File: src/rtl/mplt_square.sv
module mplt_square #(
   parameter int W = 51
) (
   input  logic           clock,
   input  logic [W-1:0]   operand,
   output logic [2*W-1:0] square
);

   localparam int LW = (W + 1) / 2;
   localparam int HW = W - LW;

   logic [LW-1:0]      lo;
   logic [HW-1:0]      hi;
   logic [2*HW-1:0]    hh_in, hh_ff;
   logic [HW+LW-1:0]   hl_in, hl_ff;
   logic [2*LW-1:0]    ll_in, ll_ff;
   logic [2*W-1:0]     square_in, square_ff;

   always_comb begin
      lo = operand[LW-1:0];
      hi = operand[W-1:LW];
      hh_in = (2*HW)'(hi) * (2*HW)'(hi);
      hl_in = (HW+LW)'(hi) * (HW+LW)'(lo);
      ll_in = (2*LW)'(lo) * (2*LW)'(lo);
      square_in = ((2*W)'(hh_ff) << (2*LW)) + ((2*W)'(hl_ff) << (LW + 1))
                  + (2*W)'(ll_ff);
   end

   always_ff @(posedge clock) begin
      hh_ff <= hh_in;
      hl_ff <= hl_in;
      ll_ff <= ll_in;
      square_ff <= square_in;
   end

   assign square = square_ff;

endmodule

File: config.mk
export PLATFORM = sky130hd
export DESIGN_NAME = mplt_square
export DESIGN_NICKNAME = d
export VERILOG_FILES = /design/src/rtl/mplt_square.sv
export SDC_FILE = /design/constraint.sdc
export NUM_CORES = 2
export LEC_CHECK = 0
export CAP_MARGIN = 0
export CORE_ASPECT_RATIO = 0.8
export CORE_UTILIZATION = 45
export DETAILED_ROUTE_END_ITERATION = 7
export DONT_BUFFER_PORTS = 1
export PLACE_DENSITY_LB_ADDON = 0.08
export SKIP_LAST_GASP = 1
export SYNTH_ARGS = -nofsm -noshare
export SYNTH_HDL_FRONTEND = slang
export SYNTH_SLANG_ARGS = --single-unit
File: constraint.sdc
create_clock -name clock -period 14.47 [get_ports clock]
set_input_delay 1.447 -clock clock [delete_from_list [all_inputs] [get_ports clock]]
set_output_delay 1.447 -clock clock [all_outputs]
set_load 0.01 [all_outputs]
Word-level counts from Yosys, hierarchy flattened
Index checks and enable logic that the tools add are counted.
{"block": "op_classes", "add_sub_neg": 2, "mul": 3}
{"cell": "adder 102 x 52 -> 102 bit", "count": 1}
{"cell": "adder 102 x 78 -> 102 bit", "count": 1}
{"cell": "multiplier 26 x 26 -> 52 bit", "count": 1}
{"cell": "multiplier 25 x 26 -> 51 bit", "count": 1}
{"cell": "multiplier 25 x 25 -> 50 bit", "count": 1}
{"block": "word_totals", "register_bits": 255, "wordCells": 9}

Longest topological paths before layout
{"block": "logic_depth", "ltp_word": 2, "ltp_mapped": 29}

Least setup slack after synthesis
OpenSTA, ideal clock, no wires.
{"block": "synth_path", "path_type": "in2reg", "start": "in operand[45]", "end": "reg hh_ff[42]", "arrival_time_ps": 8125, "t_required_ps": 14398, "slack_ps": 6273, "path_stages": 27, "cell_sequence": "clkbuf_1 clkbuf_1 nand2_1 fa_1 inv_1 fa_1 inv_1 fa_1 inv_1 fa_1 fa_1 fa_1 inv_1 fa_1 inv_1 ha_1 clkbuf_1 a21o_1 a21o_1 a21o_1 a21o_1 a21o_1 a21o_1 a221oi_1 nor2_1 a211oi_1 xnor2_1"}
{"block": "synth_via", "elab_chain_cells": 1}
{"item": "start, declared", "line_no": "5", "source": "input logic [W-1:0] operand,"}
{"item": "multiplier 25 x 25 -> 50 bit", "line_no": "22", "source": "hh_in = (2*HW)'(hi) * (2*HW)'(hi);"}
{"item": "via hh_in[42]", "line_no": "14", "source": "logic [2*HW-1:0] hh_in, hh_ff;"}
{"item": "end signal, assigned", "line_no": "30", "source": "hh_ff <= hh_in;"}
{"item": "end, declared", "line_no": "14"}
The timed path passes the listed nets, and every way through them passes these cells.

Final worst setup path
{"block": "layout_path", "start": "in operand[20]", "end": "reg ll_ff[50]"}
{"block": "layout_via", "elab_chain_cells": 1}
{"item": "multiplier 26 x 26 -> 52 bit", "line_no": "24", "source": "ll_in = (2*LW)'(lo) * (2*LW)'(lo);"}
{"item": "via ll_in[50]", "line_no": "16", "source": "logic [2*LW-1:0] ll_in, ll_ff;"}
{"item": "end signal, assigned", "line_no": "32", "source": "ll_ff <= ll_in;"}
{"item": "end, declared", "line_no": "16"}
The timed path passes the listed nets, and every way through them passes these cells.

==> flow_metrics.py <==
metrics = {
    "run_status": {
        "status": "complete, no violations",
    },
    "place": {
        "dp_slack_ns": 5.153,
        "gp_congestion": 0.8652,
        "hpwlAfterDp_um": 144500,
        "dpl_cell_area_mm2": 0.06805,
        "port_buffers": 0,
    },
    "floorplanning": {
        "dieHeight_um": 346.6,
        "initial_core_util_pct": 45.31,
        "core_area_mm2": 0.1474,
        "die_area_mm2": 0.1500,
        "die_w_um": 432.7,
        "io_pins": 154,
        "rows": 126,
    },
    "sta": {
        "drv_slew": 0,
        "max_slew.worst_pin.slew_ns": 1.103,
        "fmax_mhz": 115.4,
        "slew_headroom_pct": 25.81,
        "rsz0062_at_grt": "false",
        "finalHoldViolCount": 0,
        "fin_skew_ns": 0.02202,
        "fin_tns_setup_ns": 0,
        "setup_ws_ns": 5.806,
        "setup_viol": 0,
        "min_period_over_period_pct": 59.87,
        "min_period_ns": 8.664,
    },
    "cts": {
        "clockBufferDepth": 3,
        "clk_latency_ns": 0.67,
        "ctsResizeCount": 0,
        "clkTransAtPathRegs_ns": 0.06,
        "clock-root-buffer": "clkbuf_16",
        "ctsHoldBuffers": 0,
        "htreeDepth": 1,
        "cts_tree": "built",
        "cts_sinks": 252,
        "cts-buffers-inserted": 30,
        "cts_setup_buffers": 0,
    },
    "routing": {
        "ant_nets": 0,
        "drc": 0,
        "drtPass1Iterations": 5,
        "vias_per_cell": 5.095,
        "vias": 46190,
        "drt-initial-drc-count": 2873,
        "drt-total-wl_um": 190000,
        "avgRoutedWirePerCell_um": 20.96,
    },
    "logic_synthesis": {
        "syn_nets": 9536,
        "synth_area_leader_cell": "fa_1",
        "yosys-top-cells-area": "fa_1 46%, ha_1 12%, inv_1 11%, dfxtp_1 7.6%, and2_1 4.9%",
        "ys_seq_elements": 252,
        "synth_area_mm2": 0.06679,
        "synth_top_area_share_pct": 45.86,
        "synth_cell_type_count": 82,
        "async_flop_share_pct": 0,
        "synth.avg_cell_area_um2": 9.104,
        "synth.yosys.seq_area_share_pct": 7.554,
        "synth-main-ff-cell": "dfxtp_1",
        "synth_edf_count": 0,
        "synth_cells": 7336,
        "synth_warnings": 0,
    },
    "finish": {
        "drive_gt1_share_pct": 1.314,
        "area_growth_syn_to_layout_pct": 3.496,
        "fin_area_mm2": 0.06912,
        "final_core_util_pct": 46.89,
        "nNetsFinal": 9252,
    },
    "setup_path": {
        "worstPathBufferInverterCount": 5,
        "cp.arrival_ns": 9.21,
        "rrSetupSlack_ns": 9.99,
        "start_kind": "input pin",
        "cp_top_family": "adder cells",
        "critical_path.max_fanout": 37,
        "reg2reg_to": "square[75]$_DFF_P_",
        "crit_cells": 24,
        "endpoint": "ll_ff[50]$_DFF_P_",
        "cp_slowest_stage_delay_ns": 0.94,
        "end_kind": "register",
        "r2r_start": "ll_ff[27]$_DFF_P_",
        "path_common_cell": "fa_1",
        "cpMaxStageDelayCell": "o31ai_1",
        "critPathLaunch": "operand[20]",
        "crit_type": "input pin to register",
        "required_ns": 15.02,
        "crit_chain": "inv_1 -> nor2_1 -> fa_1 -> fa_1 -> inv_1 -> fa_1 -> fa_1 -> inv_1 -> fa_1 -> fa_1 -> inv_1 -> fa_1 -> inv_1 -> ha_1 -> nand2_1 -> o21ai_0 -> a211o_1 -> a21oi_1 -> o31ai_1 -> nand2_1 -> a41oi_1 -> a41o_1 -> o41ai_2 -> xnor2_1",
        "r2r.worst_path.cells": 13,
    },
    "global_routing": {
        "antenna_found_initial": 8,
        "grt_usage_pct": 26.37,
        "grt_pass1_wl_um": 302500,
        "grt_pass1_vias": 50080,
        "grt_overflow": 0,
        "grt_max_degree": 55,
    },
    "min_path": {
        "holdCritPathClass": "register to register",
    },
    "run": {
        "maxCapViolations": 0,
    },
}
==> how the worst min path moves through the flow <==
stage / start / endpoint / cells past startpoint
4_1_cts: ll_ff[10]$_DFF_P_ / square[10]$_DFF_P_ / 0
5_1_grt: ll_ff[11]$_DFF_P_ / square[11]$_DFF_P_ / 0
3_5_place_dp: ll_ff[17]$_DFF_P_ / square[17]$_DFF_P_ / 0
3_3_place_gp: ll_ff[2]$_DFF_P_ / square[2]$_DFF_P_ / 0
6_report: ll_ff[18]$_DFF_P_ / square[18]$_DFF_P_ / 0
2_1_floorplan: ll_ff[0]$_DFF_P_ / square[0]$_DFF_P_ / 0
==> cells by family (layout without fill, tap and decap cells) <==
kind of cell	Yosys count	after routing	share of synthesized area, %
buffers and inverters	2329	2069	13.17
muxes	4	4	0.06370
and+or+nand+nor	1738	1738	12.53
AOI/OAI and AO/OA	625	625	6.107
adders and majority gates	2148	2148	57.44
DFF	252	252	7.554
xor gates and xnor gates	239	239	3.134
other	1	7	0.005615
==> cell usage in the layout, fill, tap and decap left out, types with 123 or more instances in the layout <==
cell type and n:
and2_1 523, nor2_1 227, fa_1 1530, nand2_1 764, dfxtp_1 252, inv_1 2004, a21o_1 123, xnor2_1 138
ha_1 618, a21oi_1 199
==> area by class of cell <==
cell class,instances,area [um2]
fill,14520,78280
multi-input combinational,4755,52950
inverter,2008,7537
sequential,252,5045
tap,1984,2482
clock buffer,36,824.5
clock inverter,20,227.7
timing repair buffer,5,37.54
antenna,6,15.01
==> synthesized netlist by cell type (6+ instances only) <==
cell type / n
buf_4: 8
nand4_1: 44
a21oi_1: 199
and2_1: 523
xor2_1: 101
o21bai_1: 30
buf_2: 12
o41ai_1: 9
inv_1: 2004
nand2_1: 764
a21boi_0: 8
and3_1: 23
and4_1: 9
a21o_1: 123
nor2b_1: 25
o21ai_1: 7
nand2b_1: 30
nand3_1: 49
a31oi_1: 21
o211ai_1: 13
nor2_1: 227
o21ai_0: 99
clkbuf_1: 292
fa_1: 1530
xnor2_1: 138
o31ai_1: 15
a211oi_1: 23
o21a_1: 19
buf_1: 8
dfxtp_1: 252
nor3_1: 16
ha_1: 618
or2_2: 7
o31a_1: 6
==> layer usage <==
| metal | part of all wire (%) | global-route usage, % |
|---|---|---|
| met5 | 0 | 0 |
| met1 | 47 | 39.02 |
| met2 | 45 | 41.59 |
| met4 | 2.3 | 5.355 |
| met3 | 5.3 | 3.030 |
==> registers in the layout (all words and copies together), names as in the netlist <==
signal / count
square: 101
hh_ff: 49
ll_ff: 51
hl_ff: 51
==> per-stage QoR <==
step	std cells	hold slack, ns
2_1_floorplan	7336	0.3096
5_1_grt	9060	0.3313
3_3_place_gp	9004	0.3110
3_5_place_dp	9004	0.3135
6_report	9066	0.3267
4_1_cts	9060	0.3288
Power is left out: the tool's default activity adds up to more than one toggle a clock period on the data nets, which glitch-free logic cannot reach.
